$ cat src/hw/rtl/assert_macros.svh
// -----------------------------------------------------------------------------
// Assertion macros
// Shared concurrent assertion forms, sampled on clk_i, disabled in reset.
// -----------------------------------------------------------------------------
`ifndef ASSERT_MACROS_SVH
`define ASSERT_MACROS_SVH

// same-cycle implication
`define UTCL_ASSERT_IMP(lbl, ante, cons, msg) \
  lbl: assert property (@(posedge clk_i) disable iff (!rst_ni) (ante) |-> (cons)) \
    else $error(msg);

// next-cycle implication
`define UTCL_ASSERT_NXT(lbl, ante, cons, msg) \
  lbl: assert property (@(posedge clk_i) disable iff (!rst_ni) (ante) |=> (cons)) \
    else $error(msg);

`endif

$ cat src/hw/rtl/utcl_pkg.sv
// -----------------------------------------------------------------------------
// utcl_pkg
// Constants, register codes and small helpers for the UTC to local time block.
// -----------------------------------------------------------------------------
package utcl_pkg;

  localparam int unsigned CfgIdxW  = 2;
  localparam int unsigned CfgDataW = 11;

  typedef enum logic [CfgIdxW-1:0] {
    CFG_ZONE_HOURS     = 2'd0,
    CFG_DST_ENABLE     = 2'd1,
    CFG_OFFSET_MINUTES = 2'd2
  } cfg_reg_e;

  // floor(x / 675) = (x * DayRecip) >> DayShift, exact for x < 2**26
  localparam int unsigned DayShift = 36;
  localparam logic [26:0] DayRecip =
    27'(((64'd1 << DayShift) + 64'd674) / 64'd675);

  // floor(c / 1461) = (c * CycRecip) >> 32, exact for c < 2**16
  localparam logic [21:0] CycRecip = 22'(((64'd1 << 32) + 64'd1460) / 64'd1461);

  // day count from 1968-03-01 is qd + CivilBase, qd = days since epoch + 1
  localparam logic [16:0] CivilBase = 17'd670;
  // first day after the missing 2100-02-29
  localparam logic [16:0] Day2100   = 17'd48212;

  // March-based month codes
  localparam logic [3:0] MpMarch = 4'd0;
  localparam logic [3:0] MpOct   = 4'd7;
  localparam logic [3:0] MpNov   = 4'd8;

  // first day of year (March-based) of each month
  function automatic logic [8:0] month_start(input logic [3:0] mp);
    logic [8:0] s;
    unique case (mp)
      4'd0:    s = 9'd0;
      4'd1:    s = 9'd31;
      4'd2:    s = 9'd61;
      4'd3:    s = 9'd92;
      4'd4:    s = 9'd122;
      4'd5:    s = 9'd153;
      4'd6:    s = 9'd184;
      4'd7:    s = 9'd214;
      4'd8:    s = 9'd245;
      4'd9:    s = 9'd275;
      4'd10:   s = 9'd306;
      4'd11:   s = 9'd337;
      default: s = 9'd0;
    endcase
    return s;
  endfunction

  // v mod 7 by summing octal digits (8 = 1 mod 7)
  function automatic logic [2:0] mod7_18(input logic [17:0] v);
    logic [5:0] s;
    logic [3:0] f;
    s = '0;
    for (int i = 0; i < 6; i++) begin
      s = s + {3'b000, v[3*i +: 3]};
    end
    f = {1'b0, s[5:3]} + {1'b0, s[2:0]};
    if (f >= 4'd7) begin
      f = f - 4'd7;
    end
    return f[2:0];
  endfunction

endpackage

$ cat src/hw/rtl/utc_to_local_time_with_dst.sv
// -----------------------------------------------------------------------------
// utc_to_local_time_with_dst
// UTC epoch seconds to local seconds with zone, North American DST and a
// minute trim.
// -----------------------------------------------------------------------------
// One timestamp is taken per clock: busy stays low and a word is accepted on
// every cycle with start high. Each result appears on local_seconds_o and
// dst_active_o for exactly one cycle with done_o high; results leave in input
// order and cannot be held off, so the receiver must take every done_o cycle.
// The results come from an 8-stage pipeline built around two reciprocal
// multipliers (day split and four-year cycle split). Configuration writes take
// effect at once; write only while no word is in flight.
`include "assert_macros.svh"

module utc_to_local_time_with_dst (
  input  logic                                 clk_i,
  input  logic                                 rst_ni,
  input  logic                                 start,
  output logic                                 busy,
  input  logic [31:0]                          utc_seconds_i,
  output logic                                 done_o,
  output logic signed [33:0]                   local_seconds_o,
  output logic                                 dst_active_o,
  input  logic                                 cfg_we_i,
  input  logic [utcl_pkg::CfgIdxW-1:0]         cfg_idx_i,
  input  logic [utcl_pkg::CfgDataW-1:0]        cfg_data_i
);
  import utcl_pkg::*;

  // configuration
  logic signed [4:0]  zone_hours_q;
  logic               dst_enable_q;
  logic signed [10:0] offset_minutes_q;

  always_ff @(posedge clk_i or negedge rst_ni) begin
    if (!rst_ni) begin
      zone_hours_q     <= '0;
      dst_enable_q     <= 1'b0;
      offset_minutes_q <= '0;
    end else if (cfg_we_i) begin
      unique case (cfg_reg_e'(cfg_idx_i))
        CFG_ZONE_HOURS:     zone_hours_q     <= cfg_data_i[4:0];
        CFG_DST_ENABLE:     dst_enable_q     <= cfg_data_i[0];
        CFG_OFFSET_MINUTES: offset_minutes_q <= cfg_data_i[10:0];
        default: ;
      endcase
    end
  end

  assign busy = 1'b0;

  // stage valids
  logic [7:0] vld_q, vld_d;
  assign vld_d = {vld_q[6:0], start & ~busy};

  always_ff @(posedge clk_i or negedge rst_ni) begin
    if (!rst_ni) begin
      vld_q <= '0;
    end else begin
      vld_q <= vld_d;
    end
  end

  // stage 1: input word
  logic [31:0] utc1_q;

  // stage 2: u = standard local time + one day (never negative)
  logic signed [34:0] zone_secs;
  logic signed [34:0] u_sum;
  logic [32:0]        u2_q, u2_d;

  always_comb begin
    zone_secs = 35'(zone_hours_q) * 35'sd3600;
    u_sum     = $signed({3'b000, utc1_q}) + zone_secs + 35'sd86400;
    u2_d      = u_sum[32:0];
  end

  // stage 3: day quotient, floor(u / 86400) = floor((u >> 7) / 675)
  logic [52:0] day_prod;
  logic [15:0] qd3_q;
  logic [32:0] u3_q;

  assign day_prod = 53'(u2_q[32:7]) * 53'(DayRecip);

  // stage 4: day start, weekday, civil day count
  logic [32:0] dayst4_d, dayst4_q;
  logic [32:0] u4_q;
  logic [2:0]  wday4_d, wday4_q;
  logic [16:0] civ;
  logic [15:0] c4_d, c4_q;

  always_comb begin
    dayst4_d = 33'(qd3_q) * 33'd86400;
    // (days + 4) mod 7 with days = qd - 1
    wday4_d  = mod7_18(18'(qd3_q) + 18'd3);
    civ      = 17'(qd3_q) + CivilBase;
    if (civ >= Day2100) begin
      civ = civ + 17'd1;
    end
    c4_d = civ[15:0];
  end

  // stage 5: hour >= 2 flag, four-year cycle index
  logic        late5_d, late5_q;
  logic [37:0] cyc_prod;
  logic [5:0]  cyc5_q;
  logic [15:0] c5_q;
  logic [2:0]  wday5_q;
  logic [32:0] u5_q;

  always_comb begin
    late5_d  = (u4_q - dayst4_q) >= 33'd7200;
    cyc_prod = 38'(c4_q) * 38'(CycRecip);
  end

  // stage 6: day within cycle
  logic [15:0] cbase;
  logic [10:0] r6_d, r6_q;
  logic        late6_q;
  logic [2:0]  wday6_q;
  logic [32:0] u6_q;

  always_comb begin
    cbase = 16'(cyc5_q) * 16'd1461;
    r6_d  = 11'(c5_q - cbase);
  end

  // stage 7: month and day of month
  logic [10:0] ybase;
  logic [8:0]  doy;
  logic [8:0]  mday_full;
  logic [3:0]  mp7_d, mp7_q;
  logic [4:0]  mday7_q;
  logic        late7_q;
  logic [2:0]  wday7_q;
  logic [32:0] u7_q;

  always_comb begin
    // leap day sits at the end of the cycle, so cap the year at 3
    priority if (r6_q >= 11'd1095) begin
      ybase = 11'd1095;
    end else if (r6_q >= 11'd730) begin
      ybase = 11'd730;
    end else if (r6_q >= 11'd365) begin
      ybase = 11'd365;
    end else begin
      ybase = 11'd0;
    end
    doy   = 9'(r6_q - ybase);
    mp7_d = 4'd0;
    for (int i = 1; i < 12; i++) begin
      if (doy >= month_start(4'(i))) begin
        mp7_d = 4'(i);
      end
    end
    mday_full = doy - month_start(mp7_d) + 9'd1;
  end

  // stage 8: DST decision and final sum
  logic [2:0]         fs_mod;
  logic [3:0]         first_sun;
  logic [4:0]         second_sun;
  logic               in_dst;
  logic               dst8_d;
  logic signed [34:0] loc_sum;
  logic               done_q;
  logic signed [33:0] local_q;
  logic               dst_q;

  always_comb begin
    fs_mod     = mod7_18(18'(mday7_q) + 18'd7 - 18'(wday7_q));
    first_sun  = (fs_mod == 3'd0) ? 4'd7 : {1'b0, fs_mod};
    second_sun = 5'(first_sun) + 5'd7;
    if (mp7_q == MpMarch) begin
      in_dst = (mday7_q > second_sun) || ((mday7_q == second_sun) && late7_q);
    end else if (mp7_q <= MpOct) begin
      in_dst = 1'b1;
    end else if (mp7_q == MpNov) begin
      in_dst = (mday7_q < 5'(first_sun)) ||
               ((mday7_q == 5'(first_sun)) && !late7_q);
    end else begin
      in_dst = 1'b0;
    end
    dst8_d  = dst_enable_q & in_dst;
    loc_sum = $signed({2'b00, u7_q}) - 35'sd86400
            + (dst8_d ? 35'sd3600 : 35'sd0)
            + 35'(offset_minutes_q) * 35'sd60;
  end

  // datapath registers
  always_ff @(posedge clk_i) begin
    utc1_q   <= utc_seconds_i;
    u2_q     <= u2_d;
    qd3_q    <= day_prod[51:36];
    u3_q     <= u2_q;
    dayst4_q <= dayst4_d;
    u4_q     <= u3_q;
    wday4_q  <= wday4_d;
    c4_q     <= c4_d;
    late5_q  <= late5_d;
    cyc5_q   <= cyc_prod[37:32];
    c5_q     <= c4_q;
    wday5_q  <= wday4_q;
    u5_q     <= u4_q;
    r6_q     <= r6_d;
    late6_q  <= late5_q;
    wday6_q  <= wday5_q;
    u6_q     <= u5_q;
    mp7_q    <= mp7_d;
    mday7_q  <= mday_full[4:0];
    late7_q  <= late6_q;
    wday7_q  <= wday6_q;
    u7_q     <= u6_q;
    local_q  <= loc_sum[33:0];
    dst_q    <= dst8_d;
  end

  assign done_q          = vld_q[7];
  assign done_o          = done_q;
  assign local_seconds_o = local_q;
  assign dst_active_o    = dst_q;

  `UTCL_ASSERT_IMP(a_latency, done_o, $past(start, 8), "result without a start 8 cycles before")
  `UTCL_ASSERT_IMP(a_wday_range, vld_q[4], wday5_q < 3'd7, "weekday out of range")
  `UTCL_ASSERT_IMP(a_dst_enabled, done_o && dst_active_o, $past(dst_enable_q), "DST hour added while disabled")
  `UTCL_ASSERT_IMP(a_dst_month, done_o && dst_active_o, $past(mp7_q) <= MpNov, "DST hour added outside March to November")

endmodule

$ cat config.mk
export PLATFORM = sky130hd
export DESIGN_NAME = utc_to_local_time_with_dst
export DESIGN_NICKNAME = d
export VERILOG_FILES = /design/src/hw/rtl/utcl_pkg.sv /design/src/hw/rtl/utc_to_local_time_with_dst.sv
export VERILOG_INCLUDE_DIRS = /design/src /design/src/hw/rtl
export SDC_FILE = /design/constraint.sdc
export NUM_CORES = 2
export LEC_CHECK = 0
export ABC_AREA = 1
export ABC_CLOCK_PERIOD_IN_PS = 16100
export BUFFER_PORTS_ARGS = -buffer_cell sky130_fd_sc_hd__buf_2
export CAP_MARGIN = 20
export CELL_PAD_IN_SITES_DETAIL_PLACEMENT = 1
export CELL_PAD_IN_SITES_GLOBAL_PLACEMENT = 2
export CORE_MARGIN = 1
export CORE_UTILIZATION = 45
export CTS_CLUSTER_DIAMETER = 120
export DETAILED_ROUTE_END_ITERATION = 7
export PLACE_DENSITY_LB_ADDON = 0.1
export SLEW_MARGIN = 30
export SYNTH_ARGS = -nofsm -noshare
export SYNTH_HDL_FRONTEND = slang
export SYNTH_SLANG_ARGS = --single-unit
$ cat constraint.sdc
create_clock -name clk_i -period 16.1 [get_ports clk_i]
set_input_delay 1.61 -clock clk_i [delete_from_list [all_inputs] [get_ports clk_i]]
set_output_delay 1.61 -clock clk_i [all_outputs]
set_load 0.005 [all_outputs]
[Word level (Yosys, flattened, before mapping)]
Memories as Yosys holds them, arrays and structs flattened.
Cells that the tools add are included.
Word-level totals
  register bits after elaboration: 400
  bits in read-only memories: 144
  bits of input ports: 49
  word-level logic and storage cells: 125
  memories kept: 1
Memories
  (no name shown): words 16, bits a word 9, read ports 1, clocked after memory_dff 0, write ports 0, line utcl_pkg.sv:37  | unique case (mp)
Cells by class
  add/subtract/negate cells: 30
  $mul: 6
  $lt $le $gt $ge: 21
  eq/ne operators: 5
  mux-type cells: 22
  bitwise gates (word level): 1
  reduce and logical (&&, ||, !) cells: 11
Operators with widths (count)
  multiplier 26 x 27 -> 52 bit (second input constant): 1
  2-to-1 mux 4 bit: 10
  multiplier 16 x 22 -> 38 bit (second input constant): 1
  >= comparator 9 x 8 -> 1 bit (second input constant): 4
  adder 34 x 13 -> 34 bit: 1
  adder 34 x 18 -> 34 bit: 1
  subtractor 33 x 17 -> 34 bit (second input constant): 1
  adder 33 x 18 -> 33 bit: 1
  adder 33 x 18 -> 33 bit (second input constant): 1
  >= comparator 33 x 13 -> 1 bit (second input constant): 1
  subtractor 33 bit: 1
  >= comparator 9 bit (second input constant): 3
  2-to-1 mux 9 bit: 3
  multiplier 16 x 10 -> 26 bit (second input constant): 1
  adder 6 x 3 -> 6 bit: 3
  >= comparator 9 x 7 -> 1 bit (second input constant): 2
  adder 16 x 10 -> 17 bit (second input constant): 1
  adder 16 x 2 -> 17 bit (second input constant): 1
  >= comparator 17 x 16 -> 1 bit (second input constant): 1
  adder 16 x 1 -> 16 bit (second input constant): 1
  adder 3 x 3 -> 4 bit: 4
  multiplier 11 x 5 -> 16 bit (second input constant): 1
  2-to-1 mux 16 bit: 1
  multiplier 5 x 9 -> 14 bit (second input constant): 1
  other kinds (37): 50

[Longest topological paths before layout]
  depth after elaboration: 22
  depth in mapped cells: 51

[Worst setup path before layout]
OpenSTA, ideal clock, no wires.
  kind: flip-flop to flip-flop
  start: reg mday7_q[2]
  end: reg local_q[24], in the netlist local_seconds_o[24]
  arrival time: 7410 ps
  data required time: 15981 ps
  path slack: 8572 ps
  cell stages (with the launch flop): 46
  path buffers: 0
  period minus slack after synthesis: 7528 ps
  cells stage by stage: dfxtp_1 ha_1 ha_1 a21oi_1 nor2_1 nor2_1 xnor2_1 ha_1 ha_1 inv_1 fa_1 xnor2_1 ha_1 inv_1 fa_1 inv_1 ha_1 inv_1 [10 not listed] nand2_1 o21ai_0 o21ai_0 nand3_1 nand3_1 inv_1 fa_1 ha_1 ha_1 inv_1 fa_1 o21ai_0 a21oi_1 inv_1 a21oi_1 o21ai_0 a21oi_1 xnor2_1
Between the ends
  word-level cells in the longest chain between the ends: 22
  elaborated cells on any way between the ends: 29
  those cells by class: 12 x add/sub; 3 x order compare; 2 x eq/ne; 6 x mux; 1 x bitwise; 5 x reduce/logical
RTL lines
  from (decl): line utc_to_local_time_with_dst.sv:133  | logic [4:0] mday7_q;
  from (signal assigned): line utc_to_local_time_with_dst.sv:210  | mday7_q <= mday_full[4:0];
  parallel branches: the longest is 17 deep, another holds subtractor 6 x 3 -> 7 bit
  2-to-1 mux 1 bit *: line utc_to_local_time_with_dst.sv:174  | if (mp7_q == MpMarch) begin
  AND 1 bit *: line utc_to_local_time_with_dst.sv:184  | dst8_d = dst_enable_q & in_dst;
  named net dst8_d: line utc_to_local_time_with_dst.sv:164  | logic dst8_d;
  2-to-1 mux 12 bit *: line utc_to_local_time_with_dst.sv:186  | + (dst8_d ? 35'sd3600 : 35'sd0)
  adder 34 x 13 -> 34 bit *: line utc_to_local_time_with_dst.sv:186
  adder 34 x 18 -> 34 bit *: line utc_to_local_time_with_dst.sv:187  | + 35'(offset_minutes_q) * 35'sd60;
  named net loc_sum[24]: line utc_to_local_time_with_dst.sv:165  | logic signed [34:0] loc_sum;
  to (signal assigned): line utc_to_local_time_with_dst.sv:214  | local_q <= loc_sum[33:0];
  to (decl): line utc_to_local_time_with_dst.sv:167  | logic signed [33:0] local_q;
Mark *: on every way through the listed nets, which the timed path passes.
A chain may end at the register's enable or synchronous reset.

[Worst setup path in the final report]
Ends and elaborated chain as after synthesis.

==> results.txt <==
----------------------------------------------------
[Drt]
  Final ANT Viol Nets ... 0
  Total number of vias ... 27.3k
  Number of DRC markers after the initial detailed-route iteration ... 862
  1st-pass router iterations ... 4
  Wirelength, routed ... 98300 um
  Vias per Instance ... 4.96
  Routed len/inst ... 17.8 um
  DRC violation count after routing ... 0

[Worst setup path]
  Slowest cell on the critical path ... sky130_fd_sc_hd__nand3_1
  Setup Crit Path Kind ... reg2reg
  Length in cells of the worst reg-to-reg path ... 46
  WP data required ... 16.59 ns
  Reg-to-reg setup timing slack ... 7.36 ns
  Largest incremental delay on the critical path ... 0.49 ns
  Worst-path fanout max ... 4
  Crit path capture type ... flip-flop
  Element type at the critical path start ... flip-flop
  Crit path top cell by count ... sky130_fd_sc_hd__inv_1
  Arrival time of the worst setup path ... 9.23 ns

[Clock tree]
  Cell at the root of the clock tree ... sky130_fd_sc_hd__clkbuf_16
  Post-CTS Repair Setup Buffers ... 0
  Clock tree from TritonCTS ... done
  Post-CTS resize count ... 0
  CTS clock-pin slew for the worst setup and hold paths ... 0.07 ns
  Worst-Skew Late Latency ... 0.60 ns
  CTS buffer count ... 47
  Maximum buffer depth of the clock tree ... 3
  Clock Sinks ... 400
  Post-cts hold buffer count ... 0
  H-Tree Level Count ... 2

[Global route]
  Global-route wire length before repair ... 163000 um
  Number of global-route vias before repair ... 30.6k
  Congestion Overflow GR ... 0
  Tot GR Track Use ... 23.9%
  Antenna violations before repair ... 0
  Maximum number of pins on one net before global-route repair ... 29

[Die]
  Number of top-level design ports ... 86
  Area of the core region ... 0.0838 mm2
  Die width ... 293 um
  Initial core utilization ... 45.6%
  Die height ... 293 um
  Placement row count ... 106
  Die Area ... 0.0860 mm2

[Worst hold path]
  Number of instances on the worst hold path ... 0
  Class of the worst hold path ... reg2reg

[Timing]
  Unrepaired setup endpoints after global routing ... no
  Max Slew Vio Count ... 0
  Endpoints failing setup ... 0
  Transition time of the tightest slew-check pin ... 0.942 ns
  Final Hold Vio Count ... 0
  Max Fclk ... 114 MHz
  Clock skew ... 0.0625 ns
  Final worst setup slack ... 7.36 ns
  Crit share post-route ... 54.3%
  Worst slew margin ... 37.1%
  Final critical-path required period ... 8.74 ns
  Sum Neg Setup Slack ... 0 ns

[Finish]
  N_diodes ... 0
  Area growth from synthesis to layout ... 9.06%
  Number of nets at the end of the flow ... 5562
  FILL cells ... 9854
  Commonest non-fill, non-tap cells in the layout ... sky130_fd_sc_hd__inv_1 (962), sky130_fd_sc_hd__ha_1 (788), sky130_fd_sc_hd__nand2_1 (481)
  Commonest non-fill, non-tap cell in the layout ... sky130_fd_sc_hd__inv_1
  Proportion of layout cells with a drive suffix above 1 ... 5.17%

[Outcome]
  Outcome ... finished clean

[Yosys]
  Portion of the post-synthesis area used by sequential elements ... 21.3%
  Count of distinct cell types in the synthesized netlist ... 56
  Main flop type after synthesis ... sky130_fd_sc_hd__dfxtp_1
  Leading cell types by total area after synthesis ... sky130_fd_sc_hd__ha_1 (26%), sky130_fd_sc_hd__fa_1 (20%), sky130_fd_sc_hd__dfxtp_1 (20%)
  Warnings, synthesis ... 0
  Cell area after synthesis ... 0.0382 mm2
  Async set or reset register ratio after synthesis ... 6.25%
  Library cell occupying the most area in the post-synthesis netlist ... sky130_fd_sc_hd__ha_1
  Cells after synthesis ... 4201
  Total of flip-flops plus latches after synthesis ... 400
  Synth top area share ... 25.8%
  Mapped Avg Cell Area ... 9.09 um2
  EDFF count, synth ... 0

[Placed design]
  Port bufs ... 84
  Placed wire-length estimate after detailed placement ... 84500 um
  Setup slack after placement ... 7.17 ns
  Global placer's final weighted congestion ... 0.877

[Run]
  Max cap viols ... 0

----------------------------------------------------
## sequential cells by signal, summed over array words and instances, names as in the netlist, 6 cells and up
name / cells
u6_q: 33
u2_q: 33
c5_q: 11
u7_q: 33
offset_minutes_q: 11
utc1_q: 32
c4_q: 16
cyc5_q: 6
local_seconds_o: 34
u3_q: 33
u5_q: 33
qd3_q: 16
u4_q: 33
vld_q: 8
r6_q: 11
dayst4_q: 26
## per-layer routing
metal	vias up	global-route usage (%)	wire [um]
met4	0	5.87	2380
li1	13600	-	-
met3	105	1.96	1850
met5	-	0	0
met1	13400	29.8	43400
met2	215	44.4	50700
## logic make-up after synthesis
group                      Yosys count  share of synthesized area, %
DFF                                400                          21.3
and+or+nand+nor                    926                          10.3
buffers and inverters              970                          9.62
muxes                                1                        0.0295
other                                1                       0.00982
AOI/OAI and AO/OA                  522                          7.73
xor gates and xnor gates           204                          4.77
adders and majority gates         1177                          46.2
## final cells by class
type                            count  area (um2)  area share, %
Clock buffer                       55        1260           3.02
Sequential cell                   400        8130           19.5
Tap cell                         1134        1420           3.41
Inverter                          965        3620           8.70
Timing Repair Buffer               90         465           1.12
Clock inverter                     31         363          0.871
Multi-Input combinational cell   2832       26400           63.4
## final timing paths
check	startpoint	to
min	u3_q[18]	u4_q[18]
min in group asynchronous	rst_ni	offset_minutes_q[6]
max	mday7_q[2]	local_seconds_o[24]
max in group asynchronous	rst_ni	offset_minutes_q[5]
min reg2reg	u3_q[18]	u4_q[18]
max reg2reg	mday7_q[2]	local_seconds_o[24]
## critical path, delay by kind of cell, from the launching register on
family,cells,cell delay [ns]
AO/OA/AOI/OAI,10,1.79
XOR/XNOR,3,0.39
adder cells (fa/ha/maj),13,3.78
buffers and inverters,10,0.88
flip-flops,1,0.34
AND/OR/NAND/NOR,10,1.49
## metrics by stage
step,area (um2),std cells,utilization (%),hold slack (ns)
6_report,41600,5507,49.7,0.318
5_1_grt,41600,5507,49.7,0.327
4_1_cts,41600,5507,49.7,0.321
3_5_place_dp,40000,5421,47.7,0.313
3_3_place_gp,40000,5421,47.7,0.310
2_1_floorplan,38200,4202,-,0.310
## synthesized netlist by cell type (23+ instances only)
cell type	number
sky130_fd_sc_hd__a21o_1	26
sky130_fd_sc_hd__a21oi_1	244
sky130_fd_sc_hd__a31oi_1	23
sky130_fd_sc_hd__dfrtp_1	25
sky130_fd_sc_hd__dfxtp_1	375
sky130_fd_sc_hd__fa_1	389
sky130_fd_sc_hd__ha_1	788
sky130_fd_sc_hd__inv_1	962
sky130_fd_sc_hd__nand2_1	481
sky130_fd_sc_hd__nand3_1	110
sky130_fd_sc_hd__nand4_1	35
sky130_fd_sc_hd__nor2_1	214
sky130_fd_sc_hd__nor3_1	24
sky130_fd_sc_hd__o21ai_0	150
sky130_fd_sc_hd__xnor2_1	66
sky130_fd_sc_hd__xor2_1	135
Power is left out: the tool's default activity adds up to more than one toggle a clock period on the data nets, which glitch-free logic cannot reach.
